$ cat config.mk
export PLATFORM = sky130hd
export DESIGN_NAME = im2col_address_generator
export DESIGN_NICKNAME = d
export VERILOG_FILES = /design/src/im2c_pkg.sv /design/src/im2c_cfg.sv /design/src/im2c_walk.sv /design/src/im2c_out.sv /design/src/im2col_address_generator.sv
export SDC_FILE = /design/constraint.sdc
export NUM_CORES = 1
export LEC_CHECK = 0
export BUFFER_PORTS_ARGS = -buffer_cell sky130_fd_sc_hd__clkbuf_2
export CAP_MARGIN = 40
export CORE_MARGIN = 1.5
export CORE_UTILIZATION = 56
export DETAILED_ROUTE_END_ITERATION = 12
export MAX_ROUTING_LAYER = met4
export PLACE_DENSITY = 0.78
export SLEW_MARGIN = 5
export SYNTH_ARGS = -nofsm -noshare
export SYNTH_HDL_FRONTEND = slang
export SYNTH_HIERARCHICAL = 1
export SYNTH_SLANG_ARGS = --single-unit
$ cat constraint.sdc
create_clock -name aclk -period 4.6 [get_ports aclk]
set_input_delay 0.23 -clock aclk [delete_from_list [all_inputs] [get_ports aclk]]
set_output_delay 0.23 -clock aclk [all_outputs]
set_load 0.005 [all_outputs]
$ cat src/im2c_pkg.sv
// ----------------------------------------------------------------------------
// im2c_pkg
// Shared widths, register codes and interface structs of the im2col
// patch address generator.
// ----------------------------------------------------------------------------
package im2c_pkg;

    localparam int MAX_DIM    = 1024;
    localparam int MAX_CHAN   = 1024;
    localparam int MAX_KERNEL = 15;

    localparam int DIM_W      = 11;   // map sizes and channel count registers
    localparam int CHAN_W     = 10;   // channel counter
    localparam int KER_W      = 4;    // kernel size, stride, padding
    localparam int SPAN_W     = 12;   // padded size minus kernel
    localparam int PROW_W     = 18;
    localparam int PCOL_W     = 21;
    localparam int COORD_W    = 12;

    localparam int CFG_IDX_W  = 3;
    localparam int CFG_DATA_W = 11;

    localparam int S_TDATA_W  = 8;
    localparam int M_FIELDS_W = PROW_W + PCOL_W + CHAN_W + 2 * COORD_W + 1;
    localparam int M_TDATA_W  = ((M_FIELDS_W + 7) / 8) * 8;

    typedef enum logic [CFG_IDX_W-1:0] {
        REG_IN_HEIGHT   = 3'd0,
        REG_IN_WIDTH    = 3'd1,
        REG_IN_CHANNELS = 3'd2,
        REG_KERNEL_ROWS = 3'd3,
        REG_KERNEL_COLS = 3'd4,
        REG_STEP_SIZE   = 3'd5,
        REG_PAD_AMOUNT  = 3'd6
    } cfg_reg_t;

    // decoded, saturated configuration
    typedef struct packed {
        logic [DIM_W-1:0]  height;
        logic [DIM_W-1:0]  width;
        logic [DIM_W-1:0]  channels;
        logic [KER_W-1:0]  krows;
        logic [KER_W-1:0]  kcols;
        logic [KER_W-1:0]  stride;
        logic [KER_W-1:0]  pad;
        logic [SPAN_W-1:0] span_r;
        logic [SPAN_W-1:0] span_c;
        logic              empty;
    } cfg_t;

    // walk position held in the first stage
    typedef struct packed {
        logic              empty;
        logic [CHAN_W-1:0] chan;
        logic [KER_W-1:0]  krow;
        logic [KER_W-1:0]  kcol;
        logic [DIM_W-1:0]  row_base;
        logic [DIM_W-1:0]  col_base;
        logic [PROW_W-1:0] prow;
        logic [PCOL_W-1:0] pcol;
    } walk_t;

endpackage

$ cat src/im2c_cfg.sv
// ----------------------------------------------------------------------------
// im2c_cfg
// Configuration registers with saturation, stride fix-up and the output
// extent spans used by the walker.
// ----------------------------------------------------------------------------
module im2c_cfg (
    input  logic                           aclk,
    input  logic                           aresetn,
    input  logic                           cfg_valid,
    output logic                           cfg_ready,
    input  logic [im2c_pkg::CFG_IDX_W-1:0]  cfg_index,
    input  logic [im2c_pkg::CFG_DATA_W-1:0] cfg_data,
    output logic                           cfg_wr,
    output im2c_pkg::cfg_t                 cfg
);
    import im2c_pkg::*;

    logic [DIM_W-1:0] height_reg, height_next;
    logic [DIM_W-1:0] width_reg, width_next;
    logic [DIM_W-1:0] chans_reg, chans_next;
    logic [KER_W-1:0] krows_reg, krows_next;
    logic [KER_W-1:0] kcols_reg, kcols_next;
    logic [KER_W-1:0] stride_reg, stride_next;
    logic [KER_W-1:0] pad_reg, pad_next;
    logic [SPAN_W-1:0] padded_h, padded_w;

    assign cfg_ready = 1'b1;

    always_comb begin
        height_next = height_reg;
        width_next  = width_reg;
        chans_next  = chans_reg;
        krows_next  = krows_reg;
        kcols_next  = kcols_reg;
        stride_next = stride_reg;
        pad_next    = pad_reg;
        cfg_wr      = 1'b0;
        if (cfg_valid) begin
            cfg_wr = 1'b1;
            unique case (cfg_index)
                REG_IN_HEIGHT:   height_next = cfg_data;
                REG_IN_WIDTH:    width_next  = cfg_data;
                REG_IN_CHANNELS: chans_next  = cfg_data;
                REG_KERNEL_ROWS: krows_next  = cfg_data[KER_W-1:0];
                REG_KERNEL_COLS: kcols_next  = cfg_data[KER_W-1:0];
                REG_STEP_SIZE:   stride_next = cfg_data[KER_W-1:0];
                REG_PAD_AMOUNT:  pad_next    = cfg_data[KER_W-1:0];
                default:         cfg_wr      = 1'b0;
            endcase
        end
    end

    always_ff @(posedge aclk) begin
        if (!aresetn) begin
            height_reg <= DIM_W'(1);
            width_reg  <= DIM_W'(1);
            chans_reg  <= DIM_W'(1);
            krows_reg  <= KER_W'(1);
            kcols_reg  <= KER_W'(1);
            stride_reg <= KER_W'(1);
            pad_reg    <= '0;
        end else begin
            height_reg <= height_next;
            width_reg  <= width_next;
            chans_reg  <= chans_next;
            krows_reg  <= krows_next;
            kcols_reg  <= kcols_next;
            stride_reg <= stride_next;
            pad_reg    <= pad_next;
        end
    end

    // kernel registers cannot exceed the kernel limit, so they pass as they are
    always_comb begin
        cfg.height   = (height_reg > DIM_W'(MAX_DIM)) ? DIM_W'(MAX_DIM) : height_reg;
        cfg.width    = (width_reg > DIM_W'(MAX_DIM)) ? DIM_W'(MAX_DIM) : width_reg;
        cfg.channels = (chans_reg > DIM_W'(MAX_CHAN)) ? DIM_W'(MAX_CHAN) : chans_reg;
        cfg.krows    = krows_reg;
        cfg.kcols    = kcols_reg;
        cfg.stride   = (stride_reg == '0) ? KER_W'(1) : stride_reg;
        cfg.pad      = pad_reg;
        padded_h     = SPAN_W'(cfg.height) + SPAN_W'({pad_reg, 1'b0});
        padded_w     = SPAN_W'(cfg.width) + SPAN_W'({pad_reg, 1'b0});
        cfg.span_r   = padded_h - SPAN_W'(krows_reg);
        cfg.span_c   = padded_w - SPAN_W'(kcols_reg);
        cfg.empty    = (cfg.height == '0) || (cfg.width == '0) || (cfg.channels == '0) ||
                       (krows_reg == '0) || (kcols_reg == '0) ||
                       (padded_h < SPAN_W'(krows_reg)) || (padded_w < SPAN_W'(kcols_reg));
    end

endmodule

$ cat src/im2c_walk.sv
// ----------------------------------------------------------------------------
// im2c_walk
// Loop-nest counters of the walk; advances one position per request and
// holds the position as the first pipeline stage.
// ----------------------------------------------------------------------------
module im2c_walk (
    input  logic                          aclk,
    input  logic                          aresetn,
    input  im2c_pkg::cfg_t                cfg,
    input  logic                          cfg_wr,
    input  logic                          s_tvalid,
    output logic                          s_tready,
    input  logic [im2c_pkg::S_TDATA_W-1:0] s_tdata,
    input  logic                          down_ready,
    output logic                          walk_valid,
    output im2c_pkg::walk_t               walk
);
    import im2c_pkg::*;

    logic              started_reg, started_next;
    logic              valid_reg, valid_next;
    logic              empty_reg, empty_next;
    logic [CHAN_W-1:0] chan_reg, chan_next;
    logic [KER_W-1:0]  krow_reg, krow_next;
    logic [KER_W-1:0]  kcol_reg, kcol_next;
    logic [DIM_W-1:0]  row_base_reg, row_base_next;
    logic [DIM_W-1:0]  col_base_reg, col_base_next;
    logic [PROW_W-1:0] prow_reg, prow_next;
    logic [PCOL_W-1:0] pcol_reg, pcol_next;

    logic              accept;
    logic [SPAN_W-1:0] col_step, row_step;
    logic              col_adv, row_adv, kcol_adv, krow_adv, chan_adv;

    assign s_tready = !valid_reg || down_ready;
    assign accept   = s_tvalid && s_tready;

    assign col_step = SPAN_W'(col_base_reg) + SPAN_W'(cfg.stride);
    assign row_step = SPAN_W'(row_base_reg) + SPAN_W'(cfg.stride);
    assign col_adv  = col_step <= cfg.span_c;
    assign row_adv  = row_step <= cfg.span_r;
    assign kcol_adv = (5'(kcol_reg) + 5'd1) < 5'(cfg.kcols);
    assign krow_adv = (5'(krow_reg) + 5'd1) < 5'(cfg.krows);
    assign chan_adv = (DIM_W'(chan_reg) + DIM_W'(1)) < cfg.channels;

    always_comb begin
        started_next  = started_reg;
        chan_next     = chan_reg;
        krow_next     = krow_reg;
        kcol_next     = kcol_reg;
        row_base_next = row_base_reg;
        col_base_next = col_base_reg;
        prow_next     = prow_reg;
        pcol_next     = pcol_reg;
        empty_next    = empty_reg;
        valid_next    = valid_reg && !down_ready;

        if (accept) begin
            valid_next = 1'b1;
            empty_next = cfg.empty;
            // an empty walk leaves the position where it is
            if (!cfg.empty) begin
                priority if (s_tdata[0] || !started_reg) begin
                    started_next  = 1'b1;
                    chan_next     = '0;
                    krow_next     = '0;
                    kcol_next     = '0;
                    row_base_next = '0;
                    col_base_next = '0;
                    prow_next     = '0;
                    pcol_next     = '0;
                end else if (col_adv) begin
                    col_base_next = col_step[DIM_W-1:0];
                    pcol_next     = pcol_reg + PCOL_W'(1);
                end else if (row_adv) begin
                    col_base_next = '0;
                    row_base_next = row_step[DIM_W-1:0];
                    pcol_next     = pcol_reg + PCOL_W'(1);
                end else begin
                    // output grid done: next kernel tap
                    col_base_next = '0;
                    row_base_next = '0;
                    pcol_next     = '0;
                    prow_next     = prow_reg + PROW_W'(1);
                    priority if (kcol_adv) begin
                        kcol_next = kcol_reg + KER_W'(1);
                    end else if (krow_adv) begin
                        kcol_next = '0;
                        krow_next = krow_reg + KER_W'(1);
                    end else if (chan_adv) begin
                        kcol_next = '0;
                        krow_next = '0;
                        chan_next = chan_reg + CHAN_W'(1);
                    end else begin
                        kcol_next = '0;
                        krow_next = '0;
                        chan_next = '0;
                        prow_next = '0;
                    end
                end
            end
        end

        if (cfg_wr) begin
            started_next = 1'b0;
        end
    end

    always_ff @(posedge aclk) begin
        if (!aresetn) begin
            started_reg  <= 1'b0;
            valid_reg    <= 1'b0;
            empty_reg    <= 1'b0;
            chan_reg     <= '0;
            krow_reg     <= '0;
            kcol_reg     <= '0;
            row_base_reg <= '0;
            col_base_reg <= '0;
            prow_reg     <= '0;
            pcol_reg     <= '0;
        end else begin
            started_reg  <= started_next;
            valid_reg    <= valid_next;
            empty_reg    <= empty_next;
            chan_reg     <= chan_next;
            krow_reg     <= krow_next;
            kcol_reg     <= kcol_next;
            row_base_reg <= row_base_next;
            col_base_reg <= col_base_next;
            prow_reg     <= prow_next;
            pcol_reg     <= pcol_next;
        end
    end

    assign walk_valid    = valid_reg;
    assign walk.empty    = empty_reg;
    assign walk.chan     = chan_reg;
    assign walk.krow     = krow_reg;
    assign walk.kcol     = kcol_reg;
    assign walk.row_base = row_base_reg;
    assign walk.col_base = col_base_reg;
    assign walk.prow     = prow_reg;
    assign walk.pcol     = pcol_reg;

endmodule

$ cat src/im2c_out.sv
// ----------------------------------------------------------------------------
// im2c_out
// Source coordinates, padding and last flags from the walk position, held
// in the result register.
// ----------------------------------------------------------------------------
module im2c_out (
    input  logic                          aclk,
    input  logic                          aresetn,
    input  im2c_pkg::cfg_t                cfg,
    input  logic                          walk_valid,
    input  im2c_pkg::walk_t               walk,
    output logic                          take,
    output logic                          m_tvalid,
    input  logic                          m_tready,
    output logic [im2c_pkg::M_TDATA_W-1:0] m_tdata,
    output logic                          m_tlast,
    output logic [0:0]                    m_tuser
);
    import im2c_pkg::*;

    logic                  valid_reg, valid_next;
    logic [M_TDATA_W-1:0]  data_reg, data_next;
    logic                  last_reg, last_next;
    logic                  nop_reg, nop_next;

    logic [COORD_W-1:0]    src_row, src_col;
    logic                  pad_flag, last_flag;

    assign take = !valid_reg || m_tready;

    always_comb begin
        src_row = COORD_W'(walk.row_base) + COORD_W'(walk.krow) - COORD_W'(cfg.pad);
        src_col = COORD_W'(walk.col_base) + COORD_W'(walk.kcol) - COORD_W'(cfg.pad);
        // negative shows in the sign bit, otherwise compare against the map size
        pad_flag = src_row[COORD_W-1] || (src_row >= COORD_W'(cfg.height)) ||
                   src_col[COORD_W-1] || (src_col >= COORD_W'(cfg.width));
        last_flag = ((DIM_W'(walk.chan) + DIM_W'(1)) == cfg.channels) &&
                    ((5'(walk.krow) + 5'd1) == 5'(cfg.krows)) &&
                    ((5'(walk.kcol) + 5'd1) == 5'(cfg.kcols)) &&
                    ((SPAN_W'(walk.row_base) + SPAN_W'(cfg.stride)) > cfg.span_r) &&
                    ((SPAN_W'(walk.col_base) + SPAN_W'(cfg.stride)) > cfg.span_c);

        valid_next = valid_reg && !m_tready;
        data_next  = data_reg;
        last_next  = last_reg;
        nop_next   = nop_reg;
        if (walk_valid && take) begin
            valid_next = 1'b1;
            if (walk.empty) begin
                data_next = '0;
                last_next = 1'b0;
                nop_next  = 1'b1;
            end else begin
                data_next = M_TDATA_W'({pad_flag, src_col, src_row, walk.chan,
                                        walk.pcol, walk.prow});
                last_next = last_flag;
                nop_next  = 1'b0;
            end
        end
    end

    always_ff @(posedge aclk) begin
        if (!aresetn) begin
            valid_reg <= 1'b0;
        end else begin
            valid_reg <= valid_next;
        end
    end

    always_ff @(posedge aclk) begin
        data_reg <= data_next;
        last_reg <= last_next;
        nop_reg  <= nop_next;
    end

    assign m_tvalid   = valid_reg;
    assign m_tdata    = data_reg;
    assign m_tlast    = last_reg;
    assign m_tuser[0] = nop_reg;

endmodule

$ cat src/im2col_address_generator.sv
// ----------------------------------------------------------------------------
// im2col_address_generator
// Walks the im2col loop nest and issues one patch element address per request.
// ----------------------------------------------------------------------------
// Each request on the s_ channel (restart flag in s_tdata bit 0) yields one
// result on the m_ channel: patch matrix row and column, source channel,
// signed source row and column, and a padding flag in m_tdata; m_tlast marks
// the final position of the walk and m_tuser flags an empty walk (a zero
// size or a kernel larger than the padded map), with every other field zero.
// The walk order, outermost first, is channel, kernel row, kernel column,
// output row, output column, and it wraps after the last position.
// The cfg channel writes one register per request (index 0..6: height,
// width, channels, kernel rows, kernel columns, stride, padding); it is
// always ready. The user must see that it is used only while no request
// is in flight; the block itself does not enforce this. A write makes
// the next request start at the first position. One request per cycle is
// taken while the receiver keeps up; the walk counters form the first
// stage, the result register the second. Reset restores the default
// configuration and restarts the walk. When the receiver stalls, the
// result holds, the walk stage keeps one more request, then s_tready drops.
// ----------------------------------------------------------------------------
module im2col_address_generator (
    input  logic                           aclk,
    input  logic                           aresetn,
    input  logic                           cfg_valid,
    output logic                           cfg_ready,
    input  logic [im2c_pkg::CFG_IDX_W-1:0]  cfg_index,
    input  logic [im2c_pkg::CFG_DATA_W-1:0] cfg_data,
    input  logic                           s_tvalid,
    output logic                           s_tready,
    input  logic [im2c_pkg::S_TDATA_W-1:0]  s_tdata,   // restart
    output logic                           m_tvalid,
    input  logic                           m_tready,
    // patch_row, patch_col, src_channel, src_row, src_col, is_padding
    output logic [im2c_pkg::M_TDATA_W-1:0]  m_tdata,
    output logic                           m_tlast,
    output logic [0:0]                     m_tuser    // no_patches
);
    import im2c_pkg::*;

    cfg_t  cfg;
    walk_t walk;
    logic  cfg_wr;
    logic  walk_valid;
    logic  take;

    im2c_cfg u_cfg (
        .aclk      (aclk),
        .aresetn   (aresetn),
        .cfg_valid (cfg_valid),
        .cfg_ready (cfg_ready),
        .cfg_index (cfg_index),
        .cfg_data  (cfg_data),
        .cfg_wr    (cfg_wr),
        .cfg       (cfg)
    );

    im2c_walk u_walk (
        .aclk       (aclk),
        .aresetn    (aresetn),
        .cfg        (cfg),
        .cfg_wr     (cfg_wr),
        .s_tvalid   (s_tvalid),
        .s_tready   (s_tready),
        .s_tdata    (s_tdata),
        .down_ready (take),
        .walk_valid (walk_valid),
        .walk       (walk)
    );

    im2c_out u_out (
        .aclk       (aclk),
        .aresetn    (aresetn),
        .cfg        (cfg),
        .walk_valid (walk_valid),
        .walk       (walk),
        .take       (take),
        .m_tvalid   (m_tvalid),
        .m_tready   (m_tready),
        .m_tdata    (m_tdata),
        .m_tlast    (m_tlast),
        .m_tuser    (m_tuser)
    );

endmodule
==> summary.txt <==
Outcome
  • Status: complete, but fails checks
  • Failing checks: negative setup slack

Critical path
  • CP max-delay cell: fa_2
  • Worst EP required: about 5000 ps
  • Startpoint Class: register
  • Most common cell on crit path: buf_6
  • Worst-path maximum fanout: 5
  • CP Class: reg2reg
  • CP bufs+invs: 5
  • WP depth: 21
  • Worst r2r path cells: 21
  • Crit. End Element: register
  • Max incr delay on CP: approximately 400 ps
  • R2r setup slk: -100 ps
  • Critical-path cell list: buf_6 > ha_4 > fa_2 > a21o_1 > a32o_1 > nand3_1 > mux2_2 > nor3_1 > xnor2_1 > buf_4 > inv_1 > ha_1 > nand2_1 > o21ai_4 > nor4_4 > a21oi_4 > buf_12 > o2111ai_4 > buf_6 > or3_1 > a21boi_1
  • Worst EP arrival: slightly above 5000 ps
  • CP top delay family: compound AO/OA/AOI/OAI gates

STA
  • Fin worst setup slack: -105 ps
  • RSZ-0062 raised after global routing: true
  • Tmin final: about 4700 ps
  • Max Slew Vio Count: 0
  • Slew @ Worst Pin: roughly 950 ps
  • Fin. Hold Viols: 0
  • Setup violators final: 17
  • Max transition margin: 0.362
  • Clock skew: approximately 16 ps
  • Fmax: between 0.2 and 0.25 GHz
  • Final Cycle Share: 1.02

Clock network
  • CTS tree: done
  • Clk_lat worst skew: approximately 520 ps
  • Sinks on the clock net: between 200 and 250
  • Clock-pin slew of the registers on the worst-case setup and hold paths: ~60 ps
  • H-tree levels: 1
  • Clk buf depth: 3
  • Clock Tree Root: clkbuf_16
  • Total CTS buffers: 22

Pwr
  • Peak VDD IR: ~0.00027 V
  • Power Density: between 200 and 300 nW/um^2
  • Final Power: 4.81 mW
  • Pleak: between 7 and 8 nW

Synth
  • EDFF count, synth: 76
  • Synth Register Bits: approximately 210
  • Synth top area cells: dfxtp_1, edfxtp_1, ha_1
  • Netlist Area Pre-Place: approximately 15000 um^2
  • Synth Flop Type: dfxtp_1
  • Dominant cell type by area after synthesis: dfxtp_1
  • Yosys cell types: 89
  • Syn Area/Cell: a little under 9 um^2
  • Sequential cell area fraction in the yosys report: 0.323
  • Post-Synthesis Cells: about 1700
  • Yosys warning count: 6
  • Ys async rst share: 0
  • Synth top area share: 0.173

Cells and area
  • Nets: ~2200
  • Max reg flops: between 70 and 80
  • Area Growth Syn to Fin: 22.5%
  • Commonest non-fill, non-tap cell in the layout: inv_1
  • Fillers: slightly below 2000
  • Most frequent cells in the layout: inv_1, nand2_1, ha_1
  • Layout cell share with drive strength beyond 1: 0.222

Floorplanning
  • Initial Util: 0.568
  • Die W: ~170 um
  • IO Pins: between 100 and 150
  • Core area: ~27000 um^2
  • Cell row count: 60
  • Die area: about 28000 um^2
  • Die outline height: 168 um

Drt
  • Routed via count: roughly 13000
  • Drt first-iter violations: about 1100
  • Final WL: around 41000 um
  • Routed WL per cell: 17.7 um
  • Drt first pass iters: 6
  • ANT nets after route: 0
  • Vias per cell: between 5 and 6
  • Remaining DRCs: 0

Place
  • Port bufs: 97
  • Routability Congestion: 0.991
  • Pre-CTS WS: -247 ps
  • Post-DP HPWL: 28700 um

Hold path
  • Hold Path Depth: 3
  • HP Class: in2reg

Global route
  • Antenna violations before repair: 1
  • Gr ovfl total: 0
  • First-pass GRT wire length: 60800 um
  • Vias in the first global route: approximately 12000
  • GRT Total Usage: 0.272
  • Largest net degree at the start of global routing: between 90 and 100

Flow run
  • Max Cap Viol: 0
## tightest hold or removal path: stages
cell	delay, ps
clkbuf_2	110
nand2_1	60
a21boi_0	70
## synth_stat cells, drive strengths merged, types with 8 or more instances
master  number
a31oi       15
a211oi      11
inv        171
nand2      156
and3        18
o22ai       12
edfxtp      76
and2         8
nand4       21
a21o        30
or4         10
fa          16
xor2        55
xnor2       80
buf         23
clkbuf      46
nor2       101
nand3       67
o21ai       58
a21boi      55
ha         162
dfxtp      132
a21oi       76
or3         14
a22o         9
nor3b        8
o211ai      21
nor3        22
nand2b      11
nor4        12
nand3b      15
o21a         8
nor2b      128
mux2i       22
## per-stage QoR
step | setup TNS (ps) | cells | cell area, um^2 | utilization | hold slack [ps]
final | -603 | 2309 | 18700 | 0.695 | 10.9
after global routing | -7460 | 2309 | 18700 | 0.695 | 18.5
after CTS | -2.14 | 2290 | 17800 | 0.661 | 0.877
after detailed placement | -9790 | 2231 | 16700 | 0.623 | 481
after global placement | -1550 | 2229 | 16700 | 0.622 | 466
after floorplan | 0 | 1745 | 15300 | - | 354
## routing by layer
metal	up-vias	GRT usage	wire length [um]
li1	6467	-	-
met2	461	0.439	19200
met1	6432	0.353	17600
met4	0	0.0905	1470
met5	-	-	0
met3	123	0.0374	2580
## kinds of logic after synthesis
group | Yosys count | share of synthesized area
multiplexers | 24 | 0.0159
XOR/XNOR | 135 | 0.0775
adder cells (fa/ha/maj) | 178 | 0.154
buffers and inverters | 240 | 0.0639
flip-flops | 208 | 0.323
AND/OR/NAND/NOR | 614 | 0.211
AO/OA/AOI/OAI | 339 | 0.154
other | 2 | 0.000492
## what timing repair did
item,4_1_cts,5_1_grt
buffers inserted,11,16
setup endpoints to repair,80,81
resized for setup,32,184
pin swaps,20,90
gates cloned,3,3
hold buffers,5,0
endpoints found under the hold margin,9,0
## final timing paths
check	from	endpoint
min	cfg_data[9]	u_cfg/chans_reg[9]
max	u_cfg/pad_reg[0]	u_walk/prow_reg[3]
min reg2reg	u_cfg/chans_reg[5]	u_cfg/chans_reg[5]
max reg2reg	u_cfg/pad_reg[0]	u_walk/prow_reg[3]
## power by group
part | internal [mW] | switching, mW | leakage [nW] | total (mW)
registers | 1.96 | 0.0287 | 1.77 | 1.99
clock network | 0.978 | 0.749 | 0.347 | 1.73
logic | 0.485 | 0.606 | 5.73 | 1.09
total | 3.43 | 1.38 | 7.85 | 4.81
## area by class of cell
type	count	area, um^2	share of cell area
inverter	171	644	0.0345
clock inverter	13	106	0.00569
antenna	1	2.50	0.000134
multi-input combinational	1298	10100	0.543
sequential	208	4930	0.264
clock buffer	27	592	0.0317
timing repair buffer	250	1840	0.0986
tap	341	427	0.0228
Note: power is estimated with default switching activity, not from simulation.
